==> config.mk <==
export PLATFORM = sky130hd
export DESIGN_NAME = battery_charge_level_estimator_unit
export DESIGN_NICKNAME = d
export VERILOG_FILES = /design/src/bcle_pkg.sv /design/src/battery_charge_level_estimator_unit.sv
export VERILOG_INCLUDE_DIRS = /design/src /design/src/src
export SDC_FILE = /design/constraint.sdc
export NUM_CORES = 2
export LEC_CHECK = 0
export ABC_AREA = 0
export BUFFER_PORTS_ARGS = -buffer_cell sky130_fd_sc_hd__buf_4
export CORE_MARGIN = 2
export CORE_UTILIZATION = 50
export CTS_CLUSTER_DIAMETER = 200
export CTS_CLUSTER_SIZE = 25
export DETAILED_ROUTE_END_ITERATION = 6
export PLACE_DENSITY = 0.73
export SLEW_MARGIN = 30
export SYNTH_ARGS = -nofsm -noshare
export SYNTH_HDL_FRONTEND = slang
export SYNTH_SLANG_ARGS = --single-unit
==> constraint.sdc <==
create_clock -name clk -period 8.55 [get_ports clk]
set_input_delay 0.855 -clock clk [delete_from_list [all_inputs] [get_ports clk]]
set_output_delay 0.855 -clock clk [all_outputs]
set_load 0.1 [all_outputs]
==> src/battery_charge_level_estimator_unit_macros.svh <==
// Assertion macros shared by the charge level estimator RTL.
`ifndef BATTERY_CHARGE_LEVEL_ESTIMATOR_UNIT_MACROS_SVH
`define BATTERY_CHARGE_LEVEL_ESTIMATOR_UNIT_MACROS_SVH

// Same-cycle implication, sampled on clk and disabled during reset.
`define BCLE_ASSERT_IMP(lbl, ante, cons, msg) \
	lbl: assert property (@(posedge clk) disable iff (!arst_n) (ante) |-> (cons)) \
		else $error(msg);

// Next-cycle implication, sampled on clk and disabled during reset.
`define BCLE_ASSERT_NXT(lbl, ante, cons, msg) \
	lbl: assert property (@(posedge clk) disable iff (!arst_n) (ante) |=> (cons)) \
		else $error(msg);

`endif

==> src/bcle_pkg.sv <==
// Types, constants and arithmetic helpers of the charge level estimator.
package bcle_pkg;

	localparam int FRAC_BITS            = 16;
	localparam int VALUE_ITERATIONS_DEF = 12;
	localparam int ROOT_ITERATIONS_DEF  = 10;
	localparam int HYSTERESIS_BAND      = 5;

	localparam int VW     = 19;  // voltage fields
	localparam int PW     = 24;  // load power
	localparam int ZW     = 23;  // zero point
	localparam int OW     = 7;   // percent
	localparam int XW     = 24;  // search variables (voltages and raw values)
	localparam int UW     = XW - 6;
	localparam int RW     = 28;  // polynomial accumulator
	localparam int YW     = 20;  // polynomial argument
	localparam int MA_W   = 28;
	localparam int MB_W   = 26;
	localparam int PRW    = MA_W + MB_W;
	localparam int IDX_W  = 2;
	localparam int CFG_DW = 23;
	localparam int DW     = 26;  // calibration span
	localparam int NW     = 33;  // scaled numerator
	localparam int TW     = 35;  // rounding dividend

	localparam logic [IDX_W-1:0] REG_EMPTY = 2'd0;
	localparam logic [IDX_W-1:0] REG_FULL  = 2'd1;
	localparam logic [IDX_W-1:0] REG_ZERO  = 2'd2;

	localparam logic [VW-1:0] EMPTY_RST = 19'd196608;
	localparam logic [VW-1:0] FULL_RST  = 19'd275251;
	localparam logic [ZW-1:0] ZERO_RST  = 23'd0;

	localparam int RECIP_SHIFT = 31;
	localparam logic signed [MB_W-1:0] RECIP_100 = 26'sd21474836;

	localparam logic [XW-1:0] Q_RAW_TOP  = XW'(125 << FRAC_BITS);
	localparam logic [XW-1:0] Q_THREE_V  = XW'(3 << FRAC_BITS);
	localparam logic signed [XW:0] Q_THREE = (XW+1)'(3 << FRAC_BITS);
	localparam logic signed [XW:0] Q_FOUR  = (XW+1)'(4 << FRAC_BITS);
	localparam logic signed [XW:0] Q_MFOUR = -Q_FOUR;
	localparam logic signed [PRW-1:0] Q_HALF    = PRW'(64'(1) << (FRAC_BITS - 1));
	localparam logic signed [PRW-1:0] Q_HALF_M1 = Q_HALF - PRW'(1);

	typedef enum logic [4:0] {
		ST_IDLE, ST_START, ST_MID, ST_DIV_MUL, ST_DIV_FIX, ST_HMUL, ST_HADD,
		ST_POLY_DONE, ST_T_INIT, ST_TM1, ST_TA1, ST_TM2, ST_TA2, ST_TM3, ST_TA3,
		ST_TEST_DONE, ST_END, ST_FINAL, ST_QCHK, ST_QDIV, ST_QEND, ST_HYST
	} state_t;

	typedef enum logic [2:0] {
		PH_FULL, PH_RES3, PH_TOP, PH_SLP_E, PH_SLP_BIS, PH_RES_DZ, PH_RES_BIS, PH_RAW
	} phase_t;

	typedef enum logic [1:0] {PK_CURVE, PK_RES, PK_SLP} poly_t;

	function automatic logic signed [RW-1:0] poly_lead(poly_t kind);
		unique case (kind)
			PK_CURVE: return RW'(-45875);
			PK_RES:   return RW'(45652);
			PK_SLP:   return RW'(182610);
			default:  return '0;
		endcase
	endfunction

	function automatic logic signed [RW-1:0] poly_coef(poly_t kind, logic [1:0] k);
		logic signed [RW-1:0] c;
		c = '0;
		unique case (kind)
			PK_CURVE: begin
				unique case (k)
					2'd0: c = RW'(235930);
					2'd1: c = RW'(-294912);
					2'd2: c = RW'(183501);
					default: c = RW'(196608);
				endcase
			end
			PK_RES: begin
				unique case (k)
					2'd0: c = RW'(-168559);
					2'd1: c = RW'(303432);
					2'd2: c = RW'(-242745);
					default: c = RW'(116523);
				endcase
			end
			PK_SLP: begin
				unique case (k)
					2'd0: c = RW'(-505676);
					2'd1: c = RW'(606863);
					default: c = RW'(-242745);
				endcase
			end
			default: c = '0;
		endcase
		return c;
	endfunction

	// Round a product to nearest at FRAC_BITS, ties away from zero.
	function automatic logic signed [RW-1:0] qround(logic signed [PRW-1:0] p);
		logic signed [PRW-1:0] t;
		t = p[PRW-1] ? p + Q_HALF_M1 : p + Q_HALF;
		return RW'(t >>> FRAC_BITS);
	endfunction

	function automatic logic signed [YW-1:0] offset_clamp(logic [XW-1:0] x);
		logic signed [XW:0] d;
		d = $signed({1'b0, x}) - Q_THREE;
		if (d > Q_FOUR) d = Q_FOUR;
		if (d < Q_MFOUR) d = Q_MFOUR;
		return YW'(d);
	endfunction

endpackage

==> src/battery_charge_level_estimator_unit.sv <==
// Battery charge level estimator: bisection searches on one shared multiplier.
// A zero voltage goes straight to the result, and a full point that lands on the zero point
// ends after the first search; otherwise the result follows the bisection steps
// that share one 28x26 multiplier for every polynomial step, sign test and division
// by 100. One transaction at a time; the next input is taken once the result is registered.
// Reset clears the state machine and the last percent and loads the calibration registers with their defaults.
`include "battery_charge_level_estimator_unit_macros.svh"

module battery_charge_level_estimator_unit #(
	parameter int VALUE_ITERATIONS = bcle_pkg::VALUE_ITERATIONS_DEF,
	parameter int ROOT_ITERATIONS  = bcle_pkg::ROOT_ITERATIONS_DEF
) (
	input  logic                          clk,
	input  logic                          arst_n,
	input  logic                          in_valid,
	output logic                          in_stall,
	input  logic [bcle_pkg::VW-1:0]       load_voltage,
	input  logic [bcle_pkg::PW-1:0]       load_power,
	output logic                          out_valid,
	input  logic                          out_stall,
	output logic [bcle_pkg::OW-1:0]       charge_percent,
	input  logic                          cfg_valid,
	output logic                          cfg_ready,
	input  logic [bcle_pkg::IDX_W-1:0]    cfg_index,
	input  logic [bcle_pkg::CFG_DW-1:0]   cfg_data
);
	import bcle_pkg::*;

	localparam int ITER_MAX = (VALUE_ITERATIONS > ROOT_ITERATIONS) ?
		VALUE_ITERATIONS : ROOT_ITERATIONS;
	localparam int CNT_W = $clog2(ITER_MAX + 1);
	localparam logic [CNT_W-1:0] VR_LAST   = CNT_W'(VALUE_ITERATIONS - 1);
	localparam logic [CNT_W-1:0] ROOT_LAST = CNT_W'(ROOT_ITERATIONS - 1);
	localparam logic [2:0] QDIV_LAST = 3'd6;

	state_t state_q, state_d;
	phase_t phase_q;
	poly_t  kind_q;

	logic [VW-1:0] empty_q, full_q;
	logic [ZW-1:0] zero_q;
	logic [VW-1:0] v_q;
	logic [PW-1:0] p_q;
	logic [XW-1:0] s_q, e_q, m_q, dz_q, tgt_q, c_q;
	logic [CNT_W-1:0] cnt_q;
	logic [1:0] k_q;
	logic signed [RW-1:0] r_q;
	logic signed [YW-1:0] y_q;
	logic signed [PRW-1:0] prod_q;
	logic signed [PRW-1:0] acc_q;
	logic signed [DW-1:0] den_q;
	logic signed [TW-1:0] t_q;
	logic [DW-1:0] d_q;
	logic [TW-2:0] rem_q, dsh_q;
	logic [OW-1:0] q_q;
	logic [2:0] qc_q;
	logic [OW-1:0] pr_q, last_q, out_q;
	logic out_valid_q;

	logic signed [MA_W-1:0] mul_a;
	logic signed [MB_W-1:0] mul_b;
	logic [XW-1:0] n_c, mid_c, rem100_c;
	logic [UW-1:0] uq_c;
	logic signed [RW-1:0] hadd_c;
	logic k_last, vr_lt, acc_neg, acc_pos, cnt_last, vr_phase, slp_phase;
	logic signed [DW-1:0] den_c, den_abs;
	logic signed [DW-1:0] diff_c;
	logic signed [NW-1:0] num_c, num_f;
	logic signed [TW-1:0] t_c;
	logic out_free, hyst_upd;
	logic [OW:0] band_hi;

	assign in_stall  = (state_q != ST_IDLE);
	assign cfg_ready = 1'b1;
	assign out_valid = out_valid_q;
	assign charge_percent = out_q;

	// Shared datapath terms.
	assign n_c      = m_q + XW'(50);
	assign uq_c     = prod_q[RECIP_SHIFT +: UW];
	assign rem100_c = n_c - XW'(uq_c) * XW'(100);
	assign mid_c    = XW'(({1'b0, s_q} + {1'b0, e_q}) >> 1);
	assign hadd_c   = qround(prod_q) + poly_coef(kind_q, k_q);
	assign k_last   = (kind_q == PK_SLP) ? (k_q == 2'd2) : (k_q == 2'd3);
	assign vr_lt    = r_q < $signed({1'b0, tgt_q});
	assign acc_neg  = acc_q[PRW-1];
	assign acc_pos  = !acc_neg && (acc_q != '0);
	assign vr_phase = (phase_q == PH_FULL) || (phase_q == PH_RAW) || (phase_q == PH_TOP);
	assign slp_phase = (phase_q == PH_SLP_E) || (phase_q == PH_SLP_BIS);
	assign cnt_last = ((phase_q == PH_FULL) || (phase_q == PH_RAW)) ?
		(cnt_q == VR_LAST) : (cnt_q == ROOT_LAST);
	assign den_c    = $signed({2'b0, mid_c}) - $signed({3'b0, zero_q});
	assign diff_c   = $signed({2'b0, c_q}) - $signed({3'b0, zero_q});
	assign num_c    = NW'(diff_c) * $signed(NW'(100));
	assign num_f    = den_q[DW-1] ? -num_c : num_c;
	assign den_abs  = den_q[DW-1] ? -den_q : den_q;
	assign t_c      = (TW'(num_f) <<< 1) + TW'(den_abs);
	assign out_free = !(out_valid_q && out_stall);
	assign band_hi  = {1'b0, last_q} + (OW+1)'(HYSTERESIS_BAND);
	assign hyst_upd = (pr_q < last_q) || ({1'b0, pr_q} >= band_hi);

	// Operand selection for the shared multiplier.
	always_comb begin
		mul_a = '0;
		mul_b = '0;
		unique case (state_q)
			ST_DIV_MUL: begin
				mul_a = $signed({{(MA_W-XW){1'b0}}, n_c});
				mul_b = RECIP_100;
			end
			ST_HMUL: begin
				mul_a = r_q;
				mul_b = MB_W'(y_q);
			end
			ST_TM1: begin
				mul_a = r_q;
				mul_b = $signed({{(MB_W-PW){1'b0}}, p_q});
			end
			ST_TM2: begin
				mul_a = $signed({{(MA_W-VW){1'b0}}, v_q});
				mul_b = $signed({{(MB_W-VW){1'b0}}, v_q});
			end
			ST_TM3: begin
				mul_a = $signed({{(MA_W-XW){1'b0}}, m_q});
				mul_b = $signed({{(MB_W-VW){1'b0}}, v_q});
			end
			default: begin
				mul_a = '0;
				mul_b = '0;
			end
		endcase
	end

	always_ff @(posedge clk or negedge arst_n) begin
		if (!arst_n) begin
			state_q <= ST_IDLE;
		end else begin
			state_q <= state_d;
		end
	end

	always_comb begin
		state_d = state_q;
		unique case (state_q)
			ST_IDLE:      if (in_valid) state_d = ST_START;
			ST_START:     state_d = (v_q == '0) ? ST_HYST : ST_MID;
			ST_MID:       state_d = vr_phase ? ST_DIV_MUL : ST_T_INIT;
			ST_DIV_MUL:   state_d = ST_DIV_FIX;
			ST_DIV_FIX:   state_d = ST_HMUL;
			ST_HMUL:      state_d = ST_HADD;
			ST_HADD:      state_d = k_last ? ST_POLY_DONE : ST_HMUL;
			ST_POLY_DONE: begin
				if (kind_q != PK_CURVE) begin
					state_d = ST_TM1;
				end else if (phase_q == PH_TOP) begin
					state_d = ST_T_INIT;
				end else begin
					state_d = cnt_last ? ST_END : ST_MID;
				end
			end
			ST_T_INIT:    state_d = ST_HMUL;
			ST_TM1:       state_d = ST_TA1;
			ST_TA1:       state_d = (kind_q == PK_SLP) ? ST_TEST_DONE : ST_TM2;
			ST_TM2:       state_d = ST_TA2;
			ST_TA2:       state_d = ST_TM3;
			ST_TM3:       state_d = ST_TA3;
			ST_TA3:       state_d = ST_TEST_DONE;
			ST_TEST_DONE: begin
				priority case (phase_q)
					PH_RES3:    state_d = acc_neg ? ST_FINAL : ST_DIV_MUL;
					PH_SLP_E:   state_d = acc_neg ? ST_T_INIT : ST_MID;
					PH_RES_DZ:  state_d = ST_MID;
					default:    state_d = cnt_last ? ST_END : ST_MID;
				endcase
			end
			ST_END: begin
				priority case (phase_q)
					PH_FULL:    state_d = (den_c == '0) ? ST_HYST : ST_T_INIT;
					PH_RAW:     state_d = ST_FINAL;
					PH_SLP_BIS: state_d = ST_T_INIT;
					default:    state_d = ST_MID;
				endcase
			end
			ST_FINAL:     state_d = ST_QCHK;
			ST_QCHK: begin
				if (t_q[TW-1] || (t_q >= $signed({2'b0, d_q, 7'b0}))) begin
					state_d = ST_HYST;
				end else begin
					state_d = ST_QDIV;
				end
			end
			ST_QDIV:      state_d = (qc_q == QDIV_LAST) ? ST_QEND : ST_QDIV;
			ST_QEND:      state_d = ST_HYST;
			ST_HYST:      if (out_free) state_d = ST_IDLE;
			default:      state_d = ST_IDLE;
		endcase
	end

	// Control registers: calibration, last result and output valid.
	always_ff @(posedge clk or negedge arst_n) begin
		if (!arst_n) begin
			empty_q     <= EMPTY_RST;
			full_q      <= FULL_RST;
			zero_q      <= ZERO_RST;
			last_q      <= '0;
			out_valid_q <= 1'b0;
		end else begin
			if (cfg_valid && cfg_ready) begin
				case (cfg_index)
					REG_EMPTY: empty_q <= cfg_data[VW-1:0];
					REG_FULL:  full_q  <= cfg_data[VW-1:0];
					REG_ZERO:  zero_q  <= cfg_data[ZW-1:0];
					default: ;
				endcase
			end
			if (out_valid_q && !out_stall) out_valid_q <= 1'b0;
			if (state_q == ST_HYST && out_free) begin
				out_valid_q <= 1'b1;
				if (hyst_upd) last_q <= pr_q;
			end
		end
	end

	// Datapath registers.
	always_ff @(posedge clk) begin
		prod_q <= mul_a * mul_b;
		unique case (state_q)
			ST_IDLE: begin
				if (in_valid) begin
					v_q <= load_voltage;
					p_q <= load_power;
				end
			end
			ST_START: begin
				pr_q    <= '0;
				tgt_q   <= XW'(full_q);
				s_q     <= '0;
				e_q     <= Q_RAW_TOP;
				cnt_q   <= '0;
				phase_q <= PH_FULL;
			end
			ST_MID: begin
				m_q <= mid_c;
			end
			ST_DIV_FIX: begin
				y_q    <= (rem100_c >= XW'(100)) ? YW'(uq_c + UW'(1)) : YW'(uq_c);
				r_q    <= poly_lead(PK_CURVE);
				k_q    <= '0;
				kind_q <= PK_CURVE;
			end
			ST_HADD: begin
				r_q <= hadd_c;
				k_q <= k_q + 2'd1;
			end
			ST_POLY_DONE: begin
				if (kind_q == PK_CURVE) begin
					if (phase_q == PH_TOP) begin
						e_q     <= XW'(r_q);
						m_q     <= XW'(r_q);
						s_q     <= XW'(empty_q);
						phase_q <= PH_SLP_E;
					end else begin
						if (vr_lt) s_q <= m_q;
						else e_q <= m_q;
						cnt_q <= cnt_q + CNT_W'(1);
					end
				end
			end
			ST_T_INIT: begin
				y_q    <= offset_clamp(m_q);
				kind_q <= slp_phase ? PK_SLP : PK_RES;
				r_q    <= poly_lead(slp_phase ? PK_SLP : PK_RES);
				k_q    <= '0;
			end
			ST_TA1: begin
				if (kind_q == PK_SLP) begin
					acc_q <= prod_q - $signed({{(PRW-VW-FRAC_BITS){1'b0}}, v_q,
						{FRAC_BITS{1'b0}}});
				end else begin
					acc_q <= prod_q;
				end
			end
			ST_TA2: acc_q <= acc_q + prod_q;
			ST_TA3: acc_q <= acc_q - prod_q;
			ST_TEST_DONE: begin
				priority case (phase_q)
					PH_RES3: begin
						c_q     <= '0;
						m_q     <= Q_RAW_TOP;
						phase_q <= PH_TOP;
					end
					PH_SLP_E: begin
						cnt_q <= '0;
						if (acc_neg) begin
							dz_q    <= e_q;
							m_q     <= e_q;
							phase_q <= PH_RES_DZ;
						end else begin
							phase_q <= PH_SLP_BIS;
						end
					end
					PH_SLP_BIS: begin
						if (acc_neg) s_q <= m_q;
						else e_q <= m_q;
						cnt_q <= cnt_q + CNT_W'(1);
					end
					PH_RES_DZ: begin
						cnt_q <= '0;
						if (acc_pos) begin
							tgt_q   <= dz_q;
							s_q     <= '0;
							e_q     <= Q_RAW_TOP;
							phase_q <= PH_RAW;
						end else begin
							s_q     <= XW'(empty_q);
							e_q     <= dz_q;
							phase_q <= PH_RES_BIS;
						end
					end
					default: begin
						if (acc_neg) e_q <= m_q;
						else s_q <= m_q;
						cnt_q <= cnt_q + CNT_W'(1);
					end
				endcase
			end
			ST_END: begin
				priority case (phase_q)
					PH_FULL: begin
						den_q   <= den_c;
						pr_q    <= '0;
						m_q     <= Q_THREE_V;
						phase_q <= PH_RES3;
					end
					PH_RAW: c_q <= mid_c;
					PH_SLP_BIS: begin
						dz_q    <= mid_c;
						m_q     <= mid_c;
						phase_q <= PH_RES_DZ;
					end
					default: begin
						tgt_q   <= mid_c;
						s_q     <= '0;
						e_q     <= Q_RAW_TOP;
						cnt_q   <= '0;
						phase_q <= PH_RAW;
					end
				endcase
			end
			ST_FINAL: begin
				t_q <= t_c;
				d_q <= DW'({den_abs[DW-2:0], 1'b0});
			end
			ST_QCHK: begin
				pr_q  <= t_q[TW-1] ? OW'(0) : OW'(100);
				rem_q <= t_q[TW-2:0];
				dsh_q <= (TW-1)'({d_q, 6'b0});
				q_q   <= '0;
				qc_q  <= '0;
			end
			ST_QDIV: begin
				if (rem_q >= dsh_q) begin
					rem_q <= rem_q - dsh_q;
					q_q   <= {q_q[OW-2:0], 1'b1};
				end else begin
					q_q   <= {q_q[OW-2:0], 1'b0};
				end
				dsh_q <= dsh_q >> 1;
				qc_q  <= qc_q + 3'd1;
			end
			ST_QEND: pr_q <= (q_q > OW'(100)) ? OW'(100) : q_q;
			ST_HYST: begin
				if (out_free) out_q <= hyst_upd ? pr_q : last_q;
			end
			default: ;
		endcase
	end

	`BCLE_ASSERT_NXT(a_busy_after_accept, in_valid && !in_stall, in_stall,
		"block accepted a transaction but did not turn busy")
	`BCLE_ASSERT_IMP(a_result_range, out_valid, charge_percent <= OW'(100),
		"charge percent above 100")
	`BCLE_ASSERT_IMP(a_result_source, $rose(out_valid), $past(state_q) == ST_HYST,
		"result raised outside the hysteresis step")
	`BCLE_ASSERT_IMP(a_count_range, state_q == ST_MID, cnt_q < CNT_W'(ITER_MAX),
		"bisection count ran past its iteration limit")

endmodule
# Yosys cells after proc, flatten, opt, wreduce, memory -nomap -nowiden
# Index checks and enable logic that the tools add are counted.
# totals
reg_bits	606
input_bits	73
output_inout_bits	10
word_cells	285
# op_classes
n_addsub	21
multipliers	3
magnitude_cmp	9
n_eq_ne	65
muxes	98
bitwise	1
reduce_logical	57
# op_table
cell	count
24-bit 2-to-1 mux	22
28-bit case mux with 3 select lines	5
24-bit case mux with 4 select lines	3
24-bit case mux with 3 select lines	3
24-bit case mux with 2 select lines	4
54-bit case mux with 3 select lines	1
34-bit case mux with 2 select lines	2
28-bit case mux with 4 select lines	1
5-bit case mux with 21 select lines	1
26-bit case mux with 4 select lines	1
28-bit case mux with 2 select lines	1
54-bit adder	1
28-bit by 26-bit multiplier with 54-bit output	1
54-bit 2-to-1 mux	1
54-bit nonzero test	1
54-bit by 36-bit subtractor with 54-bit output	1
54-bit subtractor	1
25-bit 2-to-1 mux	2
24-bit by 23-bit subtractor with 25-bit output	2
44-bit by 16-bit adder with 44-bit output (second input constant)	1
44-bit by 17-bit adder with 44-bit output (second input constant)	1
44-bit 2-to-1 mux	1
5-bit by 4-bit == test with 1-bit output (second input constant)	8
5-bit 2-to-1 mux	8
other kinds (79)	181

# Longest topological paths before layout
# depth
ltp_word	7
depth_mapped	40
depth_no_buf	40

# Worst setup path before layout
# Ideal clock, no wire load.
# synth_timing
path_type	register to register
from	register state_q[2]
to	register prod_q[50]
setup_time_ps	120
arrival_time_ps	8639
slack_ps	-208
stages_incl_launch_ff	31
path_buffers	3
synth_period_minus_slack_ps	8758
cell_sequence	dfrtp_1 > clkbuf_1 > clkinv_1 > nand2_1 > a21oi_1 > clkbuf_1 > clkbuf_1 > a221oi_1 > nor2_1 > fa_1 > inv_1 > fa_1 > inv_1 > fa_1 > fa_1 > fa_1 > fa_1 > inv_1 > fa_1 > inv_1 > ha_1 > and4_1 > and2_1 > o21ai_0 > o41ai_1 > a21oi_1 > o2111ai_1 > nand2_1 > o311ai_1 > a21oi_1 > xnor2_1
# synth_between
elab_chain_len	4
elab_cells_between_ends	10
classes_between	1 x mul; 5 x eq/ne; 2 x mux; 2 x reduce/logical
# synth_lines
item	line_no	source
from (decl)	battery_charge_level_estimator_unit.sv:36	state_t state_q, state_d;
from (signal assigned)	battery_charge_level_estimator_unit.sv:138	state_q <= state_d;
5-bit by 4-bit == test with 1-bit output or 5-bit by 3-bit == test with 1-bit output (tied branches)	battery_charge_level_estimator_unit.sv:106	unique case (state_q)
2-bit OR reduction (no line)	n/a	
28-bit case mux with 4 select lines or 26-bit case mux with 4 select lines (tied branches)	battery_charge_level_estimator_unit.sv:106	
28-bit by 26-bit multiplier with 54-bit output (*)	battery_charge_level_estimator_unit.sv:226	prod_q <= mul_a * mul_b;
to (signal assigned)	battery_charge_level_estimator_unit.sv:226	
to (decl)	battery_charge_level_estimator_unit.sv:49	logic signed [PRW-1:0] prod_q;
# Every way passes the cells marked *; elsewhere a longest branch is shown, timed or not.
# A chain may end at the register's enable or synchronous reset.

# Worst setup path after layout
# layout_timing
from	register state_q[4]
to	register prod_q[52]
# The elaborated chain is that of the path after synthesis.

==> results.txt <==
In this run, synthesis produced a sequential element count of 600. The run gives 82600 um2 as the finished layout cell area. The commonest cells after synthesis are 1286 x inv_1, 867 x nand2_1, 803 x fa_1. After detailed routing, the wire length on met1 is 102000 um.

After detailed routing, the met2 layer carries 110000 um of wire. For the total standard cell area after synthesis, the log shows 73400 um2. The proportion of netlist area held by the largest area contributor works out to 21.9%. The logs give 207000 um for the HPWL reported at the end of detailed placement and 99 for the number of unique standard cell types used by synthesis. In this run the remaining antenna-violating nets after routing total 0. The checks that failed: negative setup slack. The detailed router finished its first iteration with 6592 violations. The clock reaches the later pin of the worst-skew pair after 0.72 ns.

The most numerous cell type found on the critical path is fa_1. The transition at the pin with the smallest max-transition slack works out to 1.12 ns. The minimum setup slack in the final design was -0.0703 ns. The type of the most critical hold path was input pin to async pin. Fmax: 116 MHz.

STA classifies the critical path startpoint as a register. The final hold slack is 0.0782 ns. The detailed-route DRC error count came out at 0. Each instance of the synthesized netlist takes up on average 9.07 um2.

The net count of the finished layout is 10000. For this run the aggregate overflow at the end of global routing stands at 0. The die boundary height is 387 um. On the final layout, the worst clock skew is 0.0517 ns. Critical path start-end classification: register to register. The total routing resource utilization after global routing was 33.2%.

Library cell with the highest instance count after synthesis: inv_1. Ranked by total cell area, the synthesized netlist is headed by fa_1 22%, edfxtp_1 19%, ha_1 11%, inv_1 6.6%, nand2_1 4.4%. The placed instances occupy a cell area of 80600 um2.

After detailed routing, the met3 layer carries 25400 um of wire. The count of H-tree levels built during CTS was 1. Clock tree synthesis found a total of 600 sinks.

The first TritonRoute pass finished after 6 iterations. For the worst setup path, the data arrival time is 9.25 ns. The worst pin sits at a relative slew slack of 24.8%. Counting the buffers created by CTS gives 28. The worst setup path is captured at a register. The critical path contains buffers and inverters numbering 11 combined.

Yosys printed 0 warnings. STA puts the critical path data required time at 9.18 ns. Dividing the detail-routed wire length by the instance count gives 24.1 um. The total number of placement rows was 140. Routability-driven placement finished with a final weighted congestion of 1.05. In this run the worst path has a maximum fanout of 16.

The fraction of registers with async set/reset is 12.3%, and the buffer depth of the longest clock path is 3. The library cell occupying the most area in the post-synthesis netlist is fa_1. Setup repair after global routing could not meet its margin everywhere. The final worst-path cycle share was 101%; the number of global-route vias before repair was 61900. Synthesis produced a netlist whose cell count is 8090.

The tools report the total wire length as 252000 um. Number of pins exceeding their max-slew limit in the final report: 0. The slowest stage of the critical path is the fa_1 cell. The detailed-route via count was 62200. The number of failing hold endpoints at the final stage was 0. The via-per-instance ratio was 5.94; the portion of the post-synthesis area used by sequential elements was 23.3%. The tree is rooted in a clkbuf_16. TritonCTS built the clock tree. Top layer used by detailed routing: met5. From left edge to right edge, the die measures 387 um. Input and output buffers added on the ports amount to 81.

In this run, synthesis inferred 472 flip-flops with an integrated enable. For this run, the slowest stage of the critical path takes 0.58 ns. For this configuration, the core starts out at a cell density of 50.4%.

The post-route netlist has 12.5% of its cells at a drive strength greater than 1. The clock edge transition at the registers on the reported setup and hold paths was 0.11 ns; the placeable core area was 146000 um2. The cell family contributing the most delay on the critical path is adder cells. The area growth from synthesis to layout is 12.6%. In this run the count of I/O pins placed on the die edge is 83. The first global-routing pass estimated 379000 um of wire. The die covers 150000 um2. The run gives 0 as the max-capacitance violation count. Setup violations remaining at the end of the flow were counted as 2. The tools report the number of antenna violations at the first check in global routing as 6. The final critical path time including I/O delays and setup was 8.62 ns. The run finished, with violations left.

Largest net degree at the start of global routing: 114. The most common flop cell mapped by yosys was edfxtp_1. In this run, post-CTS hold repair placed 0 buffers.
==> path summary, 6_finish.rpt <==
path,from,to,slack (ns),cells after the start
min in group clk,load_voltage[5],v_q[5],0.31,1
hold / removal,arst_n,zero_q[5],0.08,1
setup / recovery,state_q[4],prod_q[52],-0.07,34
hold reg to reg,zero_q[18],zero_q[18],0.51,1
setup reg to reg,state_q[4],prod_q[52],-0.07,34
max in group asynchronous,arst_n,last_q[2],7.35,2
==> layout make-up <==
cell class	instances	area [um2]
Clock inverter	4	71.3
Antenna cell	2	5.00
Timing Repair Buffer	716	6160
Clock buffer	48	776
Sequential cell	600	17100
Inverter	1289	4840
Fill cell	12900	63100
Tap cell	1917	2400
Multi-Input combinational cell	5885	51300
==> logic make-up (layout without fill, tap and decap cells) <==
kind of cell,Yosys count,count (layout),share of synthesized area [%]
mux,140,140,2.04
buf+inv,1613,2057,8.26
simple gates,2256,2256,13.7
fa+ha+maj,1436,1436,32.7
flops,600,600,23.3
other cells,2,12,0.0102
compound gates,1559,1559,14.1
xor+xnor,484,484,5.78
==> metal layers <==
metal,GRT usage (%),vias to the layer above
met5,0,-
met4,15.2,4
met3,5.82,620
met2,51.6,3069
met1,45.5,30600
li1,-,27900
==> cells in the final DEF (no fill, tap or decap), drive strengths merged, types with 61 or more instances in the layout <==
| master | count |
|---|---|
| a21oi | 344 |
| fa | 803 |
| nand3 | 98 |
| xnor2 | 337 |
| mux2i | 62 |
| buf | 714 |
| a21o | 200 |
| xor2 | 147 |
| nand2b | 71 |
| nor3 | 88 |
| inv | 1288 |
| dfrtp | 63 |
| edfxtp | 472 |
| nor2b | 61 |
| ha | 633 |
| nand2 | 867 |
| o21ai | 372 |
| mux2 | 78 |
| nor2 | 722 |
==> worst register-to-register path: cells and delay by family (launching register included) <==
kind	cells	cell delay [ns]
flip-flops	1	0.42
AND/OR/NAND/NOR	6	1.07
adder cells (fa/ha/maj)	8	3.92
XOR/XNOR	1	0.14
AO/OA/AOI/OAI	8	1.54
buffers and inverters	11	1.47
==> metrics by stage <==
| stage | std cells | setup TNS, ns | utilization (%) | setup slack, ns |
|---|---|---|---|---|
| 3_3_place_gp | 10400 | -1.78 | 55.3 | -0.300 |
| 3_5_place_dp | 10400 | -3.42 | 55.3 | -0.394 |
| 6_report | 10500 | -0.0853 | 56.7 | -0.0703 |
| 4_1_cts | 10400 | -0.0391 | 56.1 | -0.0391 |
| 2_1_floorplan | 8098 | 0 | - | 0.0119 |
| 5_1_grt | 10500 | -2.57 | 56.7 | -0.333 |
==> state kept, by name, indices dropped and copies added, names as in the netlist, 23 cells and up <==
name / cells
acc_q: 54
prod_q: 54
t_q: 35
rem_q: 34
dsh_q: 32
r_q: 28
den_q: 25
c_q: 24
dz_q: 24
e_q: 24
m_q: 24
p_q: 24
s_q: 24
tgt_q: 24
zero_q: 23
==> what timing repair did <==
action / CTS / global route
pin swaps: 26 / 57
gates cloned: 0 / 0
resized for setup: 75 / 142
endpoints found under the setup margin: 19 / 32
buffers inserted: 8 / 26
Power is left out: the tool's default activity adds up to more than one toggle a clock period on the data nets, which glitch-free logic cannot reach.
